[config.mk]
export PLATFORM = sky130hd
export DESIGN_NAME = cc_change_rate_limiter
export DESIGN_NICKNAME = d
export VERILOG_FILES = /design/src/rtl/ccrl_pkg.sv /design/src/rtl/cc_change_rate_limiter.sv
export SDC_FILE = /design/constraint.sdc
export NUM_CORES = 1
export LEC_CHECK = 0
export ABC_AREA = 1
export ABC_CLOCK_PERIOD_IN_PS = 9450
export BUFFER_PORTS_ARGS = -buffer_cell sky130_fd_sc_hd__buf_2
export CAP_MARGIN = 20
export CORE_MARGIN = 3
export CORE_UTILIZATION = 37
export DETAILED_ROUTE_END_ITERATION = 6
export GPL_ROUTABILITY_DRIVEN = 0
export SYNTH_ARGS = -nofsm -noshare
export SYNTH_HDL_FRONTEND = slang
export SYNTH_SLANG_ARGS = --single-unit
[constraint.sdc]
create_clock -name clk -period 9.45 [get_ports clk]
set_clock_uncertainty 0.2 [all_clocks]
set_input_delay 1.89 -clock clk [delete_from_list [all_inputs] [get_ports clk]]
set_output_delay 1.89 -clock clk [all_outputs]
set_load 0.02 [all_outputs]
[src/rtl/ccrl_pkg.sv]
// ccrl_pkg: types and constants for the cc change rate limiter
// no dependencies
`default_nettype none

package ccrl_pkg;

    localparam int unsigned NUM_ENTRIES = 8;
    localparam int unsigned LEVEL_W     = 15;

    localparam logic [LEVEL_W-1:0] LEVEL_FULL = 15'd16384;

    localparam logic [15:0] MIN_GAP_RESET   = 16'd10;
    localparam logic [14:0] THRESHOLD_RESET = 15'd164;
    localparam logic [6:0]  V0_BASE_RESET   = 7'd71;
    localparam logic [6:0]  V1_BASE_RESET   = 7'd75;

    localparam logic [6:0]  CC_SCALE = 7'd127;
    localparam logic [1:0]  CODE_TOP = 2'd3;

    typedef enum logic [1:0] {
        REG_MIN_GAP    = 2'd0,
        REG_THRESHOLD  = 2'd1,
        REG_V0_BASE    = 2'd2,
        REG_V1_BASE    = 2'd3
    } cfg_index_t;

endpackage

`default_nettype wire

[src/rtl/cc_change_rate_limiter.sv]
// cc_change_rate_limiter: dead-band rate limiter for control-change sends
// depends on ccrl_pkg
//
//  channel   ports                                      handshake
//  -------   -----------------------------------------  ---------------------------
//  item in   voice parameter_req level now_ms           start && !busy
//  item out  send_now cc_number cc_value                done, one cycle, no stall
//  config    wr_en wr_index wr_data                     wr_en
//
// an item reads its entry at acceptance, is checked and written back in the next
// cycle (busy high), and its result shows on done in the cycle after that
// a new item is taken only while busy is low, so it waits for the write back of the last
// reset clears the valid bits of all eight entries at once, no clearing pass
// the receiver cannot stall; every accepted item gives exactly one result
`default_nettype none

module cc_change_rate_limiter
    import ccrl_pkg::*;
#(
    parameter int unsigned TIME_WIDTH = 32
)
(
    input  wire logic        clk,
    input  wire logic        rst_n,
    input  wire logic        start,
    output      logic        busy,
    input  wire logic        voice,
    input  wire logic [2:0]  parameter_req,
    input  wire logic [15:0] level,
    input  wire logic [31:0] now_ms,
    output      logic        done,
    output      logic        send_now,
    output      logic [6:0]  cc_number,
    output      logic [6:0]  cc_value,
    input  wire logic        wr_en,
    input  wire logic [1:0]  wr_index,
    input  wire logic [15:0] wr_data
);

    localparam int unsigned IDX_W = $clog2(NUM_ENTRIES);

    // configuration
    logic [15:0] min_gap_reg;
    logic [14:0] threshold_reg;
    logic [6:0]  v0_base_reg;
    logic [6:0]  v1_base_reg;

    // entry state memories
    logic [LEVEL_W-1:0]    level_mem [NUM_ENTRIES];
    logic [TIME_WIDTH-1:0] time_mem  [NUM_ENTRIES];
    logic [NUM_ENTRIES-1:0] vld_reg;

    // stage registers
    logic                  busy_reg;
    logic                  code_ok_reg;
    logic                  voice_reg;
    logic [1:0]            code_reg;
    logic [LEVEL_W-1:0]    clamped_reg;
    logic [TIME_WIDTH-1:0] now_reg;
    logic [LEVEL_W-1:0]    rd_level_reg;
    logic [TIME_WIDTH-1:0] rd_time_reg;
    logic                  rd_vld_reg;

    // output registers
    logic       done_reg;
    logic       send_reg;
    logic [6:0] cc_number_reg;
    logic [6:0] cc_value_reg;

    logic                  accept;
    logic [IDX_W-1:0]      in_idx;
    logic [LEVEL_W-1:0]    in_clamped;
    logic [TIME_WIDTH+31:0] now_ext;
    logic [TIME_WIDTH-1:0] in_now;

    logic [IDX_W-1:0]      st_idx;
    logic [LEVEL_W-1:0]    old_level;
    logic [TIME_WIDTH-1:0] old_time;
    logic [TIME_WIDTH-1:0] gap;
    logic                  gap_ok;
    logic [LEVEL_W-1:0]    diff;
    logic                  diff_ok;
    logic                  send;
    logic [6:0]            base;
    logic [6:0]            cc_number_next;
    logic [LEVEL_W+6:0]    scaled;
    logic [6:0]            cc_value_next;

    assign accept  = start && !busy_reg;
    assign in_idx  = {voice, parameter_req[1:0]};
    assign now_ext = {{TIME_WIDTH{1'b0}}, now_ms};
    assign in_now  = now_ext[TIME_WIDTH-1:0];

    always_comb
    begin
        if (level[15])
        begin
            in_clamped = '0;
        end
        else if (level[14:0] > LEVEL_FULL)
        begin
            in_clamped = LEVEL_FULL;
        end
        else
        begin
            in_clamped = level[14:0];
        end
    end

    assign st_idx    = {voice_reg, code_reg};
    assign old_level = rd_vld_reg ? rd_level_reg : '0;
    assign old_time  = rd_vld_reg ? rd_time_reg : '0;
    assign gap       = now_reg - old_time;
    assign gap_ok    = {16'd0, gap} >= {{TIME_WIDTH{1'b0}}, min_gap_reg};
    assign diff      = (clamped_reg >= old_level) ? (clamped_reg - old_level)
                                                  : (old_level - clamped_reg);
    assign diff_ok   = diff >= threshold_reg;
    assign send      = busy_reg && code_ok_reg && gap_ok && diff_ok;

    assign base           = voice_reg ? v1_base_reg : v0_base_reg;
    assign cc_number_next = base + {5'd0, CODE_TOP} - {5'd0, code_reg};
    assign scaled         = {7'd0, clamped_reg} * {{LEVEL_W{1'b0}}, CC_SCALE};
    assign cc_value_next  = scaled[LEVEL_W+5:LEVEL_W-1];

    // configuration writes
    always_ff @(posedge clk or negedge rst_n)
    begin
        if (!rst_n)
        begin
            min_gap_reg   <= MIN_GAP_RESET;
            threshold_reg <= THRESHOLD_RESET;
            v0_base_reg   <= V0_BASE_RESET;
            v1_base_reg   <= V1_BASE_RESET;
        end
        else if (wr_en)
        begin
            unique case (cfg_index_t'(wr_index))
                REG_MIN_GAP:   min_gap_reg   <= wr_data;
                REG_THRESHOLD: threshold_reg <= wr_data[14:0];
                REG_V0_BASE:   v0_base_reg   <= wr_data[6:0];
                REG_V1_BASE:   v1_base_reg   <= wr_data[6:0];
                default: ;
            endcase
        end
    end

    // control and valid bits
    always_ff @(posedge clk or negedge rst_n)
    begin
        if (!rst_n)
        begin
            busy_reg      <= 1'b0;
            vld_reg       <= '0;
            done_reg      <= 1'b0;
            send_reg      <= 1'b0;
            cc_number_reg <= '0;
            cc_value_reg  <= '0;
        end
        else
        begin
            busy_reg <= accept;
            done_reg <= busy_reg;
            send_reg <= send;
            if (send)
            begin
                vld_reg[st_idx] <= 1'b1;
                cc_number_reg   <= cc_number_next;
                cc_value_reg    <= cc_value_next;
            end
            else
            begin
                cc_number_reg <= '0;
                cc_value_reg  <= '0;
            end
        end
    end

    // item capture and entry read
    always_ff @(posedge clk)
    begin
        if (accept)
        begin
            code_ok_reg  <= !parameter_req[2];
            voice_reg    <= voice;
            code_reg     <= parameter_req[1:0];
            clamped_reg  <= in_clamped;
            now_reg      <= in_now;
            rd_level_reg <= level_mem[in_idx];
            rd_time_reg  <= time_mem[in_idx];
            rd_vld_reg   <= vld_reg[in_idx];
        end
    end

    // entry write back
    always_ff @(posedge clk)
    begin
        if (send)
        begin
            level_mem[st_idx] <= clamped_reg;
            time_mem[st_idx]  <= now_reg;
        end
    end

    assign busy      = busy_reg;
    assign done      = done_reg;
    assign send_now  = send_reg;
    assign cc_number = cc_number_reg;
    assign cc_value  = cc_value_reg;

`ifndef SYNTHESIS
    a_accept_busy: assert property (@(posedge clk) disable iff (!rst_n)
        start && !busy |=> busy)
        else $error("accepted item did not raise busy");

    a_done_follows: assert property (@(posedge clk) disable iff (!rst_n)
        done |-> $past(busy))
        else $error("result without a preceding busy cycle");

    a_send_in_done: assert property (@(posedge clk) disable iff (!rst_n)
        send_now |-> done)
        else $error("send outside a result cycle");

    a_no_overlap: assert property (@(posedge clk) disable iff (!rst_n)
        busy |=> !busy)
        else $error("busy held for more than one cycle");
`endif

endmodule

`default_nettype wire

==> impl_metrics.py, run 1 <==
metrics = {
    "status": {
        "status": "finished clean",
    },
    "timing": {
        "slew-limit-headroom": 0.310,
        "fin_ws_ns": 3.37,
        "layout_min_cycle_time_ns": 6.08,
        "post-route-period-util": 0.644,
        "hold_viol_final": 0,
        "fmax_mhz": 164,
        "drv_slew": 0,
        "rsz0062_at_grt": "no",
        "worst_pin_slew_ns": 1.04,
        "finalSetupViolations": 0,
        "fin_setup_tns_ns": 0,
    },
    "pwr": {
        "power_density_nw_per_um2": 212,
        "p_leak_nw": 13.0,
        "ir_drop_uv": 163,
    },
    "logic_synthesis": {
        "syn_inst": 2761,
        "ys_ff_latch": 545,
        "ys_warn_count": 0,
        "synthDistinctLibCells": 49,
        "yosysTopAreaCellShare": 0.514,
        "ys_top_cells_by_area": "edfxtp_1 51%, nand2_1 6.5%, ha_1 6.1%",
        "yosys.area.top_type": "edfxtp_1",
        "syn_area_per_cell_um2": 10.0,
        "syn_area_um2": 27700,
        "synth_nets": 3024,
        "ys_seq_area_frac": 0.578,
    },
    "drt": {
        "drtPass1Iterations": 5,
        "drt_first_iter_violations": 1846,
        "detail-route-antenna-nets": 0,
        "routed_wl_mm": 67.8,
        "vias": 19089,
        "routed_via_density": 4.97,
        "drcViolationCount": 0,
        "drt-wirelength-per-cell_um": 17.6,
    },
    "layout": {
        "final_nets": 3099,
        "areaGrowthSynthToFinish_pct": 12.2,
        "largest_reg_flops": 256,
        "regMostFlops": "time_mem",
        "final_common_cell": "nand2_1",
        "diodes": 0,
        "top_regs": "time_mem: 256 flops, level_mem: 120 flops",
        "fillers": 7100,
        "final_cell_mix": "480 x nand2_1, 475 x edfxtp_1, 440 x nor2_1, 356 x inv_1, 266 x o21ai_0",
        "final_layout_size_suffix_gt1_frac": 0.0899,
    },
    "critical_path": {
        "r2r-start": "clamped_reg[5]",
        "critPathRequiredTime_ns": 9.51,
        "slowest_stage": "edfxtp_1",
        "critical_path.top_delay_family": "simple AND/OR/NAND/NOR gates",
        "crit_top_cell": "nand2_1",
        "cp-start-kind": "flip-flop",
        "crit_buf_inv": 7,
        "rrSetupSlack_ns": 3.37,
        "cp.arrival_ns": 6.14,
        "crit_cells": 25,
        "crit_fanout": 26,
        "max_stage_delay_ns": 0.73,
        "timing_worst_setup_path_type": "reg2reg",
        "critPathCapture": "level_mem[5][4]",
        "cp-startpoint": "clamped_reg[5]",
        "rr_worst_depth": 25,
        "worstSetupEndpointType": "flip-flop",
        "rr_endpoint": "level_mem[5][4]",
    },
    "cts": {
        "clock-root-buffer": "clkbuf_16",
        "postCtsResizedCells": 0,
        "numCtsBuffers": 58,
        "clockBufferDepth": 3,
        "post_cts_buffers": 0,
        "htree_levels": 2,
        "clk_pin_slew_worst_paths_ns": 0.06,
        "cts_hold_buf": 0,
        "cts_sinks": 545,
        "cts_tree": "done",
        "clk_latency_ns": 0.65,
    },
    "floorplan": {
        "fp.coreArea_um2": 73600,
        "die_x_um": 280,
        "initial_core_util": 0.377,
        "io_pins": 91,
        "die_area_um2": 78300,
        "rows": 99,
        "die_y_um": 280,
    },
    "grt": {
        "grt_pass1_wl_mm": 106,
        "grt_max_degree": 109,
        "gr-usage-all-layers": 0.172,
        "antenna_found_initial": 0,
        "grt-ovfl-total": 0,
        "grt_pass1_vias": 18266,
    },
    "placement": {
        "hpwl_mm": 44.2,
        "post-place-ws_ns": 3.35,
        "io_buffers": 90,
    },
    "worst_hold_path": {
        "hp-class": "reg2reg",
    },
    "run": {
        "drv_cap": 0,
    },
}
-- final cells by class --
type / count / area [um2] / area share
Inverter: 374 / 1410 / 0.0453
Sequential cell: 545 / 16000 / 0.515
Multi-Input combinational cell: 1747 / 9930 / 0.319
Clock buffer: 70 / 1530 / 0.0491
Tap cell: 959 / 1200 / 0.0386
Clock inverter: 36 / 414 / 0.0133
Timing Repair Buffer: 110 / 609 / 0.0196
-- metal layers --
layer  global-route usage  vias to the layer above  part of all wire  wire (um)
li1                     -                     9347                 -          -
met1                0.261                     9154              0.49      33000
met2                0.259                      522              0.43      29400
met3               0.0267                       66             0.063       4250
met4               0.0385                        0             0.018       1190
met5                    0                        -                 0          0
-- report_power, final --
| part | switching [W] | internal (W) |
|---|---|---|
| logic | 0.000935 | 0.000552 |
| clock network | 0.000966 | 0.00133 |
| registers | 0.0000801 | 0.00275 |
| total | 0.00198 | 0.00463 |
-- worst register-to-register path, stage by stage (launching register included) --
cell      delay [ns]
edfxtp_1        0.73
inv_1           0.23
ha_1            0.46
nand2_1         0.16
inv_1           0.07
nand2_1         0.07
nor2_1          0.06
nand2_1         0.07
nand3_2         0.09
nand2_1         0.12
a21oi_2         0.07
o21ai_1         0.20
nand3b_4        0.22
inv_2           0.23
nand2_1         0.08
nand2_1         0.06
inv_1           0.04
ha_1            0.30
nand4_1         0.12
or4_1           0.51
nand3_1         0.09
nand3_1         0.10
clkinv_1        0.23
nand3_1         0.16
inv_2           0.49
buf_4           0.53
-- cell usage after synthesis, drive strengths merged --
cell and count:
dfrtp 57, clkbuf 86, mux2i 1, nand2 484, a21o 3, o22ai 47
o221ai 1, ha 135, a31oi 51, o211ai 3, o21ai 268, inv 371
nand3 59, o31ai 1, buf 9, a211oi 4, nor3 11, a21oi 71
or4 1, or2 3, edfxtp 475, dfstp 13, o31a 1, a221oi 4
xor2 40, and2 3, a21boi 1, fa 54, nor4 1, o21bai 5
nor2 460, nand3b 5, clkinv 3, nand4 16, xnor2 14
-- metrics by stage --
step | instances | total power [W] | util | instance area [um2] | hold slack [ns]
2_1_floorplan | 2761 | 0.00396 | - | 27700 | 0.219
3_3_place_gp | 3735 | 0.00436 | 0.397 | 29200 | 0.236
3_5_place_dp | 3735 | 0.00437 | 0.397 | 29200 | 0.238
4_1_cts | 3841 | 0.00667 | 0.423 | 31100 | 0.253
5_1_grt | 3841 | 0.00699 | 0.423 | 31100 | 0.284
6_report | 3841 | 0.00661 | 0.423 | 31100 | 0.254
-- cell families after synthesis --
logic type      count (synthesis)  share of synthesized area
simple gates                 1043                      0.151
flops                         545                      0.578
buf+inv                       469                     0.0645
compound gates                460                     0.0899
fa+ha+maj                     189                     0.0998
xor+xnor                       54                     0.0170
mux                             1                   0.000361
-- worst min path at each step --
stage	start	slack [ns]	cells after the start	end
4_1_cts	vld_reg[4]	0.25	2	vld_reg[4]
2_1_floorplan	vld_reg[4]	0.22	2	vld_reg[4]
5_1_grt	vld_reg[4]	0.28	2	vld_reg[4]
3_5_place_dp	vld_reg[4]	0.24	2	vld_reg[4]
3_3_place_gp	vld_reg[2]	0.24	2	vld_reg[2]
6_report	vld_reg[4]	0.25	2	vld_reg[4]
(Power assumes the default switching activity.)
==> run 2, diff against run 1 <==
Settings changed: ABC_CLOCK_PERIOD_IN_PS 9450 to 5700.
Clock period 9.45 ns to 5.7 ns, I/O delays scaled along.
==> impl_metrics.py, run 2 (synthesis gave the netlist of run 1 again) <==
metrics = {
    "grt": {
        "grt_max_degree": 101,
        "grt_pass1_wl_mm": 107,
        "grt-ovfl-total": 0,
        "grt.busiest_layer": "met1",
        "use_met1": 0.270,
        "grtUsageMet3": 0.0245,
        "antenna_found_initial": 2,
        "grt_pass1_vias": 18366,
        "grtUsageMet2": 0.263,
        "gr-usage-all-layers": 0.174,
    },
    "placement": {
        "placed_area_um2": 29500,
        "io_buffers": 90,
        "hpwl_mm": 47.0,
        "post-place-ws_ns": 0.534,
    },
    "timing": {
        "finalSetupViolations": 0,
        "slew-limit-headroom": 0.384,
        "fin_setup_tns_ns": 0,
        "rsz0062_at_grt": "no",
        "drv_slew": 0,
        "hold_viol_final": 0,
        "layout_min_cycle_time_ns": 5.18,
        "post-route-period-util": 0.909,
        "fmax_mhz": 193,
        "worst_pin_slew_ns": 0.922,
        "fin_ws_ns": 0.517,
    },
    "layout": {
        "top_regs": "time_mem: 256 flops, level_mem: 120 flops",
        "largest_reg_flops": 256,
        "final_nets": 3120,
        "final_common_cell": "nand2_1",
        "final_layout_size_suffix_gt1_frac": 0.0937,
        "final_cell_mix": "480 x nand2_1, 475 x edfxtp_1, 440 x nor2_1, 356 x inv_1, 266 x o21ai_0",
        "areaGrowthSynthToFinish_pct": 13.2,
        "regMostFlops": "time_mem",
        "design_area_um2": 31400,
        "diodes": 0,
        "fillers": 7038,
    },
    "cts": {
        "clockBufferDepth": 3,
        "cts_tree": "done",
        "cts_sinks": 545,
        "numCtsBuffers": 58,
        "clk_pin_slew_worst_paths_ns": 0.07,
        "cts_hold_buf": 0,
        "post_cts_buffers": 0,
        "clk_latency_ns": 0.65,
        "clock-root-buffer": "clkbuf_16",
        "postCtsResizedCells": 0,
        "htree_levels": 2,
    },
    "floorplan": {
        "die_x_um": 280,
        "io_pins": 91,
        "die_y_um": 280,
        "die_area_um2": 78300,
        "initial_core_util": 0.377,
        "fp.coreArea_um2": 73600,
        "rows": 99,
    },
    "worst_hold_path": {
        "hp-class": "in2async",
    },
    "critical_path": {
        "worstSetupEndpointType": "flip-flop",
        "rrSetupSlack_ns": 0.52,
        "r2r-start": "rd_vld_reg",
        "cp-start-kind": "flip-flop",
        "rr_endpoint": "time_mem[3][11]",
        "rr_worst_depth": 24,
        "timing_worst_setup_path_type": "reg2reg",
        "crit_fanout": 19,
        "cp.arrival_ns": 5.30,
        "critPathRequiredTime_ns": 5.82,
    },
    "run": {
        "drv_cap": 0,
    },
    "status": {
        "status": "finished clean",
    },
    "drt": {
        "drcViolationCount": 0,
        "detail-route-antenna-nets": 0,
        "drt-wirelength-per-cell_um": 17.7,
        "routed_wl_mm": 68.4,
        "routed_via_density": 4.95,
        "drt_first_iter_violations": 1555,
        "vias": 19134,
        "drtPass1Iterations": 7,
    },
    "pwr": {
        "power_density_nw_per_um2": 347,
        "ir_drop_uv": 302,
        "p_leak_nw": 13.1,
    },
}
run 2: cell count changes in the layout (fill, tap and decap cells not counted), sizes merged:
| cell | change |
|---|---|
| clkbuf | +8 |
| inv | -1 |
| bufinv | -2 |
| clkinvlp | -6 |
| buf | +21 |
| clkinv | +1 |
run 2: final cells by class:
| cell class | count | area, um2 | share of cell area |
|---|---|---|---|
| clock inverter | 28 | 310 | 0.00988 |
| inverter | 374 | 1410 | 0.0449 |
| timing repair buffer | 131 | 905 | 0.0288 |
| tap | 959 | 1200 | 0.0382 |
| clock buffer | 78 | 1610 | 0.0513 |
| multi-input combinational | 1747 | 9930 | 0.316 |
| sequential | 545 | 16000 | 0.511 |
run 2: per-layer routing:
layer,vias up,wire [um]
li1,9399,-
met1,9121,33400
met2,548,29500
met3,66,4610
met4,0,922
met5,-,0
run 2: worst max-delay path by stage:
stage	slack [ns]	endpoint	cells past startpoint	from
5_1_grt	0.07	level_mem[1][3]	24	rd_vld_reg
6_report	0.52	time_mem[3][11]	24	rd_vld_reg
3_3_place_gp	0.56	time_mem[3][10]	24	rd_vld_reg
4_1_cts	0.54	level_mem[1][3]	26	rd_vld_reg
3_5_place_dp	0.53	time_mem[3][11]	24	rd_vld_reg
2_1_floorplan	0.26	level_mem[0][0]	27	rd_vld_reg
run 2: power breakdown:
group | total (W) | leakage [nW] | switching [W] | internal [W]
logic | 0.00245 | 7.02 | 0.00154 | 0.000910
clock network | 0.00377 | 0.925 | 0.00160 | 0.00218
registers | 0.00468 | 5.19 | 0.000121 | 0.00456
total | 0.0109 | 13.1 | 0.00326 | 0.00764
run 2: critical path, stage by stage, from the launching register on:
cell and delay, ns:
edfxtp_1 0.60, nand2_1 0.16, inv_1 0.05, ha_1 0.37
a21oi_1 0.19, o21ai_1 0.15, nand2_1 0.12, nand3_2 0.10
nand2_1 0.10, a21oi_2 0.06, o21ai_1 0.21, nand3b_4 0.22
inv_2 0.22, nand2_1 0.07, nand2_1 0.06, inv_1 0.04
ha_1 0.30, nand3_1 0.10, or4_1 0.52, nand3_1 0.08
nand3_1 0.07, clkinv_1 0.26, nand3_1 0.18, inv_2 0.12
buf_4 0.31
run 2: through the flow:
step	utilization	hold WS [ns]	power [W]	instances
floorplan	-	0.219	0.00656	2761
global placement	0.401	0.241	0.00720	3756
detailed placement	0.401	0.238	0.00721	3756
CTS	0.427	0.165	0.0110	3862
global route	0.427	0.183	0.0116	3862
finish	0.427	0.182	0.0109	3862
==> run 3, diff against run 2 <==
--- a/config.mk
+++ b/config.mk
@@ -8,3 +8,3 @@
 export ABC_AREA = 1
-export ABC_CLOCK_PERIOD_IN_PS = 5700
+export ABC_CLOCK_PERIOD_IN_PS = 6150
 export BUFFER_PORTS_ARGS = -buffer_cell sky130_fd_sc_hd__buf_2
==> constraint.sdc (replaced) <==
create_clock -name clk -period 6.15 [get_ports clk]
set_clock_uncertainty 0.2 [all_clocks]
set_input_delay 1.23 -clock clk [delete_from_list [all_inputs] [get_ports clk]]
set_output_delay 1.23 -clock clk [all_outputs]
set_load 0.05 [all_outputs]
==> impl_metrics.py, run 3 (synthesis gave the netlist of run 1 again) <==
metrics = {
    "cts": {
        "clk_pin_slew_worst_paths_ns": 0.06,
        "clk_latency_ns": 0.64,
        "cts_sinks": 545,
        "numCtsBuffers": 58,
        "cts_tree": "done",
        "clockBufferDepth": 3,
        "clock-root-buffer": "clkbuf_16",
        "post_cts_buffers": 0,
        "cts_hold_buf": 0,
        "postCtsResizedCells": 0,
        "htree_levels": 2,
    },
    "layout": {
        "final_nets": 3115,
        "areaGrowthSynthToFinish_pct": 12.9,
        "regMostFlops": "time_mem",
        "regArea_um2": 16000,
        "fin_cells": 3858,
        "final_layout_size_suffix_gt1_frac": 0.0925,
        "fillers": 7050,
        "largest_reg_flops": 256,
        "utilization": 0.426,
        "final_common_cell": "nand2_1",
        "multi_input_area_um2": 9930,
        "top_regs": "time_mem: 256 flops, level_mem: 120 flops",
        "final_cell_mix": "480 x nand2_1, 475 x edfxtp_1, 440 x nor2_1, 356 x inv_1, 266 x o21ai_0",
    },
    "grt": {
        "grtUsageMet2": 0.263,
        "grt-ovfl-total": 0,
        "grt.busiest_layer": "met1",
        "grt_pass1_vias": 18542,
        "grt_max_degree": 195,
        "use_met1": 0.263,
        "grt_pass1_wl_mm": 107,
        "antenna_found_initial": 0,
        "grtUsageMet3": 0.0321,
        "gr-usage-all-layers": 0.175,
    },
    "floorplan": {
        "die_area_um2": 78300,
        "io_pins": 91,
        "fp.coreArea_um2": 73600,
        "rows": 99,
        "die_x_um": 280,
        "die_y_um": 280,
        "initial_core_util": 0.377,
    },
    "critical_path": {
        "max_stage_delay_ns": 0.59,
        "worstSetupEndpointType": "flip-flop",
        "critPathRequiredTime_ns": 6.26,
        "timing_worst_setup_path_type": "reg2reg",
        "slowest_stage": "edfxtp_1",
        "crit_fanout": 37,
        "critical_path.top_delay_family": "simple AND/OR/NAND/NOR gates",
        "crit_buf_inv": 6,
        "crit_path_cell_trace": "nand2_1 -> inv_1 -> ha_1 -> a21oi_1 -> o21ai_1 -> nand2_1 -> nand3_2 -> nand2_1 -> a21oi_2 -> o21ai_1 -> nand3b_4 -> inv_2 -> nand2_1 -> nand2_1 -> inv_1 -> ha_1 -> nand3_1 -> or4_1 -> nand3_1 -> nand3_1 -> clkinv_1 -> nand3_1 -> inv_2 -> buf_12",
        "crit_top_cell": "nand2_1",
        "cp-start-kind": "flip-flop",
        "cp.arrival_ns": 5.48,
    },
    "drt": {
        "routed_wl_mm": 68.6,
        "vias": 19160,
        "drcViolationCount": 0,
        "routed_via_density": 4.97,
        "detail-route-antenna-nets": 0,
        "drt-wirelength-per-cell_um": 17.8,
        "drtPass1Iterations": 6,
        "drt_first_iter_violations": 1767,
    },
    "timing": {
        "finalSetupViolations": 0,
        "fin_setup_tns_ns": 0,
        "whs_ns": 0.251,
        "hold_viol_final": 0,
        "rsz0062_at_grt": "no",
        "worst_pin_slew_ns": 0.999,
        "fmax_mhz": 186,
        "slew-limit-headroom": 0.334,
        "layout_min_cycle_time_ns": 5.37,
        "drv_slew": 0,
        "post-route-period-util": 0.873,
    },
    "placement": {
        "hpwl_mm": 45.5,
        "place_inst": 3751,
        "io_buffers": 90,
    },
    "pwr": {
        "power_w": 0.0101,
        "ir_drop_uv": 238,
        "power_density_nw_per_um2": 324,
        "p_leak_nw": 13.1,
    },
    "run": {
        "drv_cap": 0,
    },
    "status": {
        "status": "finished clean",
    },
    "worst_hold_path": {
        "hp-class": "reg2reg",
    },
}
run 3: changes by cell type in the layout (fill, tap and decap cells not counted):
cell        change
diode_2         +1
buf_4           -5
clkbuf_8        -2
clkinvlp_2      +1
clkinv_1        +6
clkinv_4        +1
inv_6           -1
clkbuf_1        -7
inv_8           +1
bufinv_16       +1
clkbuf_16       -3
clkinv_2        +3
run 3: metal layers:
layer	part of all wire	up-vias
li1	-	9385
met1	0.48	9158
met2	0.43	532
met3	0.070	85
met4	0.018	0
met5	0	-
run 3: power by group:
part	internal, W	switching, W	total [W]
clock network	0.00195	0.00149	0.00344
logic	0.000854	0.00151	0.00237
registers	0.00422	0.000109	0.00433
run 3: area by class of cell:
class / count / share of cell area
flip-flops and latches: 545 / 0.512
multi-input cells: 1747 / 0.317
clock buffers: 66 / 0.0473
inverters: 374 / 0.0450
well taps: 959 / 0.0383
repair buffers: 126 / 0.0277
clock inverters: 40 / 0.0126
diodes: 1 / 0.0000799
run 3: worst reg2reg max path: stages, from the launching register on:
cell and delay, ns:
edfxtp_1 0.59, nand2_1 0.17, inv_1 0.05, ha_1 0.37, a21oi_1 0.19, o21ai_1 0.15, nand2_1 0.11, nand3_2 0.10
nand2_1 0.10, a21oi_2 0.06, o21ai_1 0.20, nand3b_4 0.21, inv_2 0.22, nand2_1 0.07, nand2_1 0.06, inv_1 0.04
ha_1 0.30, nand3_1 0.09, or4_1 0.52, nand3_1 0.08, nand3_1 0.07, clkinv_1 0.23, nand3_1 0.18, inv_2 0.33
buf_12 0.32
run 3: through the flow:
step / worst slack, ns / area (um2)
after floorplan: 0.702 / 27700
after global placement: 0.830 / 29400
after detailed placement: 0.803 / 29400
after CTS: 0.788 / 31300
after global routing: 0.325 / 31300
final: 0.778 / 31300
run 3: final timing paths:
path / from / to / slack, ns / cells after the start
setup / recovery: rd_vld_reg / level_mem[6][11] / 0.78 / 24
hold / removal: vld_reg[7] / vld_reg[7] / 0.25 / 2
hold reg to reg: vld_reg[7] / vld_reg[7] / 0.25 / 2
min in group asynchronous: rst_n / cc_value[6] / 0.28 / 1
setup reg to reg: rd_vld_reg / level_mem[6][11] / 0.78 / 24
max in group asynchronous: rst_n / vld_reg[2] / 4.39 / 2
